`config.mk`:
```
export PLATFORM = sky130hd
export DESIGN_NAME = svpwm_sector
export DESIGN_NICKNAME = d
export VERILOG_FILES = /design/src/hw/rtl/svpwm_top_bottom_compare_assert.svh /design/src/hw/rtl/svpwm_pkg.sv /design/src/hw/rtl/svpwm_sector.sv
export SDC_FILE = /design/constraint.sdc
export NUM_CORES = 2
export LEC_CHECK = 0
export BUFFER_PORTS_ARGS = -buffer_cell sky130_fd_sc_hd__buf_2
export CORE_UTILIZATION = 66
export DETAILED_ROUTE_END_ITERATION = 12
export MAX_ROUTING_LAYER = met4
export PLACE_DENSITY = 0.85
export SLEW_MARGIN = 20
export SYNTH_ARGS = -nofsm -noshare
export SYNTH_HDL_FRONTEND = slang
export SYNTH_SLANG_ARGS = --single-unit
export TNS_END_PERCENT = 50
```
`constraint.sdc`:
```
create_clock -name i_clk -period 22.4 [get_ports i_clk]
set_clock_uncertainty 0.15 [all_clocks]
set_input_delay 5.6 -clock i_clk [delete_from_list [all_inputs] [get_ports i_clk]]
set_output_delay 5.6 -clock i_clk [all_outputs]
set_load 0.005 [all_outputs]
```
`src/hw/rtl/svpwm_top_bottom_compare_assert.svh`:
```
// ---------------------------------------------------------------------------
// svpwm_top_bottom_compare_assert.svh
// Assertion macros used by the SVPWM compare top level.
// ---------------------------------------------------------------------------
`ifndef SVPWM_TOP_BOTTOM_COMPARE_ASSERT_SVH
`define SVPWM_TOP_BOTTOM_COMPARE_ASSERT_SVH

// same-cycle implication, quiet during reset
`define SVPWM_ASSERT_IMP(lbl, clk, rst_n, ante, cons) \
    lbl: assert property (@(posedge clk) disable iff (!(rst_n)) (ante) |-> (cons)) \
        else $error("svpwm: same-cycle check failed");

// next-cycle implication, quiet during reset
`define SVPWM_ASSERT_NXT(lbl, clk, rst_n, ante, cons) \
    lbl: assert property (@(posedge clk) disable iff (!(rst_n)) (ante) |=> (cons)) \
        else $error("svpwm: next-cycle check failed");

// next-cycle implication, live through reset
`define SVPWM_ASSERT_ALW(lbl, clk, ante, cons) \
    lbl: assert property (@(posedge clk) (ante) |=> (cons)) \
        else $error("svpwm: reset check failed");

`endif

```
`src/hw/rtl/svpwm_pkg.sv`:
```
// ---------------------------------------------------------------------------
// svpwm_pkg
// Types, Q24 constants and helpers for the SVPWM compare pipeline.
// ---------------------------------------------------------------------------
`default_nettype none

package svpwm_pkg;

    localparam logic [31:0] Q_ONE      = 32'h0100_0000;
    localparam logic [31:0] Q_HALF     = 32'h0080_0000;
    localparam logic [31:0] Q_TWO      = 32'h0200_0000;
    localparam logic [31:0] SQRT3_HALF = 32'd14529495;

    // sector codes
    localparam logic [2:0] SEC_0 = 3'd0;
    localparam logic [2:0] SEC_1 = 3'd1;
    localparam logic [2:0] SEC_2 = 3'd2;
    localparam logic [2:0] SEC_3 = 3'd3;
    localparam logic [2:0] SEC_4 = 3'd4;
    localparam logic [2:0] SEC_5 = 3'd5;
    localparam logic [2:0] SEC_6 = 3'd6;
    localparam logic [2:0] SEC_7 = 3'd7;

    typedef struct packed {
        logic        shutdown;
        logic [31:0] alpha_ref;
        logic [31:0] beta_ref;
        logic [31:0] dc_offset;
        logic [31:0] gain;
    } t_svpwm_in;

    typedef struct packed {
        logic [31:0] leg1_top;
        logic [31:0] leg1_bottom;
        logic [31:0] leg2_top;
        logic [31:0] leg2_bottom;
        logic [31:0] leg3_top;
        logic [31:0] leg3_bottom;
    } t_svpwm_out;

    // after sector decode
    typedef struct packed {
        logic        shutdown;
        logic [2:0]  sector;
        logic [31:0] va;
        logic [31:0] vb;
        logic [31:0] vc;
        logic [31:0] dc_offset;
        logic [31:0] gain;
    } t_sec_data;

    // duty terms ready for scaling: dm = d - 1.0, dp = d + 1.0
    typedef struct packed {
        logic            shutdown;
        logic [2:0][31:0] dm;
        logic [2:0][31:0] dp;
        logic [31:0]     gain;
    } t_duty_data;

    function automatic logic [31:0] asr1(input logic [31:0] u);
        asr1 = {u[31], u[31:1]};
    endfunction

    // Q24 product: floor(p / 2^24), low 32 bits
    function automatic logic [31:0] q24_take(input logic [63:0] p);
        q24_take = p[55:24];
    endfunction

    function automatic logic is_pos(input logic [31:0] u);
        is_pos = (u != 32'd0) && !u[31];
    endfunction

endpackage

`default_nettype wire

```
`src/hw/rtl/svpwm_sector.sv`:
```
// ---------------------------------------------------------------------------
// svpwm_sector
// Two stages: alpha projection multiply, then projected voltages and sector.
// ---------------------------------------------------------------------------
`default_nettype none

module svpwm_sector (
    input  wire                    i_clk,
    input  wire                    i_rst_n,
    input  wire                    i_valid,
    output logic                   o_ready,
    input  svpwm_pkg::t_svpwm_in   i_data,
    output logic                   o_valid,
    input  wire                    i_ready,
    output svpwm_pkg::t_sec_data   o_data
);
    import svpwm_pkg::*;

    // stage A
    logic        r_va_valid;
    logic        r_a_sd;
    logic [31:0] r_a_ka;
    logic [31:0] r_a_kb;
    logic [31:0] r_a_be;
    logic [31:0] r_a_dc;
    logic [31:0] r_a_gain;
    logic        w_a_ready;
    logic [63:0] w_prod;

    // stage B
    logic        r_vb_valid;
    t_sec_data   r_b;
    t_sec_data   n_b;
    logic        w_b_ready;
    logic [31:0] w_pb;
    logic [31:0] w_pc;

    assign w_b_ready = !r_vb_valid || i_ready;
    assign w_a_ready = !r_va_valid || w_b_ready;
    assign o_ready   = w_a_ready;

    assign w_prod = 64'($signed(i_data.alpha_ref) * $signed(SQRT3_HALF));

    always_ff @(posedge i_clk) begin
        if (!i_rst_n) begin
            r_va_valid <= 1'b0;
        end else if (w_a_ready) begin
            r_va_valid <= i_valid;
        end
    end

    always_ff @(posedge i_clk) begin
        if (w_a_ready && i_valid) begin
            r_a_sd   <= i_data.shutdown;
            r_a_ka   <= q24_take(w_prod);
            r_a_kb   <= asr1(i_data.beta_ref);
            r_a_be   <= i_data.beta_ref;
            r_a_dc   <= i_data.dc_offset;
            r_a_gain <= i_data.gain;
        end
    end

    // projections for the sector test
    assign w_pb = r_a_ka - r_a_kb;
    assign w_pc = 32'd0 - r_a_ka - r_a_kb;

    always_comb begin
        n_b.shutdown  = r_a_sd;
        n_b.sector    = {is_pos(w_pc), is_pos(w_pb), is_pos(r_a_be)};
        n_b.va        = r_a_be;
        n_b.vb        = r_a_ka + r_a_kb;
        n_b.vc        = r_a_kb - r_a_ka;
        n_b.dc_offset = r_a_dc;
        n_b.gain      = r_a_gain;
    end

    always_ff @(posedge i_clk) begin
        if (!i_rst_n) begin
            r_vb_valid <= 1'b0;
        end else if (w_b_ready) begin
            r_vb_valid <= r_va_valid;
        end
    end

    always_ff @(posedge i_clk) begin
        if (w_b_ready && r_va_valid) begin
            r_b <= n_b;
        end
    end

    assign o_valid = r_vb_valid;
    assign o_data  = r_b;

endmodule

`default_nettype wire

```
==> flow_summary.yaml <==
synthesis:
  synthArstFlopShare_pct: 0
  synth_area_sq_mm: 0.0340
  synth_top_area_cell: "fa_1"
  synth_top_area_share_pct: 26.7
  synth_warnings: 0
  syn_inst: 3255
  synth_seq_cells: 294
  synth_nets: 4272
  yosys-top-cells-area: "fa_1 27%, edfxtp_1 26%, ha_1 16%"
  synthFlopType: "edfxtp_1"
  synth-edff-count: 292
  yosysSeqAreaShare_pct: 25.9
  synth_cell_types: 83
  avgSynthCellArea_sq_um: 10.5
global_routing:
  grt-ovfl-total: 0
  grt_pass1_wl_mm: 151
  grt_util_met2_pct: 66.6
  grtUsageTotal_pct: 39.6
  grt_max_degree: 79
  antenna_found_initial: 1
  grtUsageMet1_pct: 47.6
  first_global_vias: 25800
  gr-usage-met3_pct: 5.35
  busiest_layer: "met2"
worst_hold_path:
  hold_path_end: "o_data[57]$_DFFE_PP_"
  hold_depth: 0
  holdCritStartpoint: "r_a_dc[25]$_DFFE_PP_"
  hp-class: "reg2reg"
cts:
  ctsHtreeMaxLevel: 1
  cts_buffers: 26
  cts_setup_buffers: 0
  clock-sinks: 294
  cts_tree: "yes"
  clkTransAtPathRegs_ps: 70
  holdBufCountCts: 0
  clockBufferDepth: 3
  post_cts_resized: 0
  cts_root_buffer: "clkbuf_16"
  clock_latency_ps: 570
sta:
  final_hold_viol_count: 0
  tns_ps: 0
  maxSlewHeadroom_pct: 26.4
  rsz0062_at_grt: "no"
  worstMarginPinSlew_ps: 1100
  fmax_mhz: 82.4
  setup_violations: 0
  timing.final.ws_setup_ps: 10270
  period_needed_ps: 12130
  whs_ps: 266
  period_share_pct: 54.2
  drv_slew: 0
floorplan:
  initial_core_util_pct: 67.4
  fp.coreArea_sq_mm: 0.0505
  ios: 299
  die_h_um: 229
  die-area_sq_mm: 0.0525
  fp.dieW_um: 229
  rows: 82
routing:
  wl_per_cell_um: 23.8
  drc_errors: 0
  drtPass1Iterations: 7
  vias: 25000
  wl_mm: 100
  vias_per_cell: 5.94
  antenna_left: 0
  drtIter0Drc: 2539
worst_setup_path:
  required_ps: 16650
  rrSetupSlack_ps: 17350
  end_kind: "output port"
  r2r_end: "o_data[162]$_DFFE_PP_"
  rr_worst_depth: 14
  reg2reg_from: "r_a_ka[1]$_DFFE_PP_"
  critPathMaxFanout: 4
  critPathKind: "in2out"
  cp.arrival_ps: 6380
  startpoint_type: "primary input"
cells_and_area:
  layout_commonest_cell: "inv_1"
  final_cell_mix: "871 x inv_1, 454 x fa_1, 430 x ha_1"
  fin_util_pct: 73.3
  drive_above_1_share_pct: 10.5
  areaGrowthSynthToFinish_pct: 8.67
  fin_nets: 4537
placed_design:
  place_congestion: 1.04
  dp_hpwl_mm: 84.2
  dp_slack_ps: 9970
  io_buffers: 298
outcome:
  outcome: "finished clean"
job:
  cap_violations: 0
-- worst max-delay path, cell delays in order --
cell     delay (ps)
buf_2           100
nor2b_1         370
nand2_1         150
buf_2           160
-- layout make-up --
class,count,area (sq um)
Fill cell,3549,13500
Antenna cell,1,2.50
Clock buffer,31,669
Clock inverter,17,156
Multi-Input combinational cell,2017,21700
Tap cell,672,841
Sequential cell,294,8810
Timing Repair Buffer,303,1530
Inverter,878,3300
-- flip-flops by register name (all words and copies together), names as in the netlist --
name / flops
o_data: 163
r_a_dc: 32
r_a_gain: 32
r_a_ka: 32
r_a_kb: 31
o_valid: 1
r_a_be: 1
r_a_sd: 1
r_va_valid: 1
-- synth_stat cells (5+ instances only) --
| library cell | number |
|---|---|
| a2111oi_0 | 5 |
| a211o_1 | 7 |
| a211oi_1 | 17 |
| a21o_1 | 53 |
| a21oi_1 | 174 |
| a221oi_1 | 9 |
| a31oi_1 | 17 |
| and2_1 | 8 |
| and3_1 | 14 |
| and4_1 | 5 |
| buf_1 | 9 |
| buf_2 | 6 |
| clkbuf_1 | 50 |
| clkinv_1 | 5 |
| edfxtp_1 | 292 |
| fa_1 | 454 |
| ha_1 | 430 |
| inv_1 | 871 |
| mux2i_1 | 6 |
| nand2_1 | 88 |
| nand2b_1 | 24 |
| nand3_1 | 30 |
| nand3b_1 | 8 |
| nand4_1 | 16 |
| nor2_1 | 97 |
| nor2b_1 | 27 |
| nor3_1 | 39 |
| nor3b_1 | 6 |
| nor4_1 | 35 |
| o2111ai_1 | 5 |
| o211ai_1 | 22 |
| o21a_1 | 20 |
| o21ai_0 | 89 |
| o21ai_1 | 5 |
| o21bai_1 | 27 |
| o22ai_1 | 6 |
| o31a_1 | 7 |
| o31ai_1 | 17 |
| o41ai_1 | 6 |
| or2_2 | 10 |
| or3_1 | 11 |
| xnor2_1 | 109 |
| xor2_1 | 41 |
-- per-stage QoR --
step	std cells	cell area, sq um
2_1_floorplan	3255	34000
3_3_place_gp	4164	36100
3_5_place_dp	4164	36100
4_1_cts	4212	37000
5_1_grt	4213	37000
6_report	4213	37000
-- worst max-delay path by stage --
| stage | start | endpoint | slack (ps) | cells past startpoint |
|---|---|---|---|---|
| 2_1_floorplan | i_ready | o_data[0]$_DFFE_PP_ | 8660 | 2 |
| 3_3_place_gp | i_data[127] | r_a_ka[29]$_DFFE_PP_ | 10020 | 24 |
| 3_5_place_dp | i_data[127] | r_a_ka[29]$_DFFE_PP_ | 9970 | 24 |
| 4_1_cts | i_ready | o_ready | 10280 | 4 |
| 5_1_grt | i_data[127] | r_a_ka[29]$_DFFE_PP_ | 10200 | 24 |
| 6_report | i_ready | o_ready | 10270 | 4 |
-- metal layers --
layer	wire (um)	share of wire, %
met1	37600	38
met2	49700	50
met3	7600	7.6
met4	5360	5.3
met5	0	0
-- cell families after synthesis --
| kind of cell | Yosys count | share of synthesized area [%] |
|---|---|---|
| buf+inv | 944 | 10.4 |
| fa+ha+maj | 884 | 42.5 |
| compound gates | 549 | 10.7 |
| simple gates | 426 | 6.37 |
| flops | 294 | 25.9 |
| xor+xnor | 150 | 3.86 |
| mux | 8 | 0.243 |
Power is not shown: default switching activity piles up to over one toggle a cycle in this logic, so the estimate is an artifact.
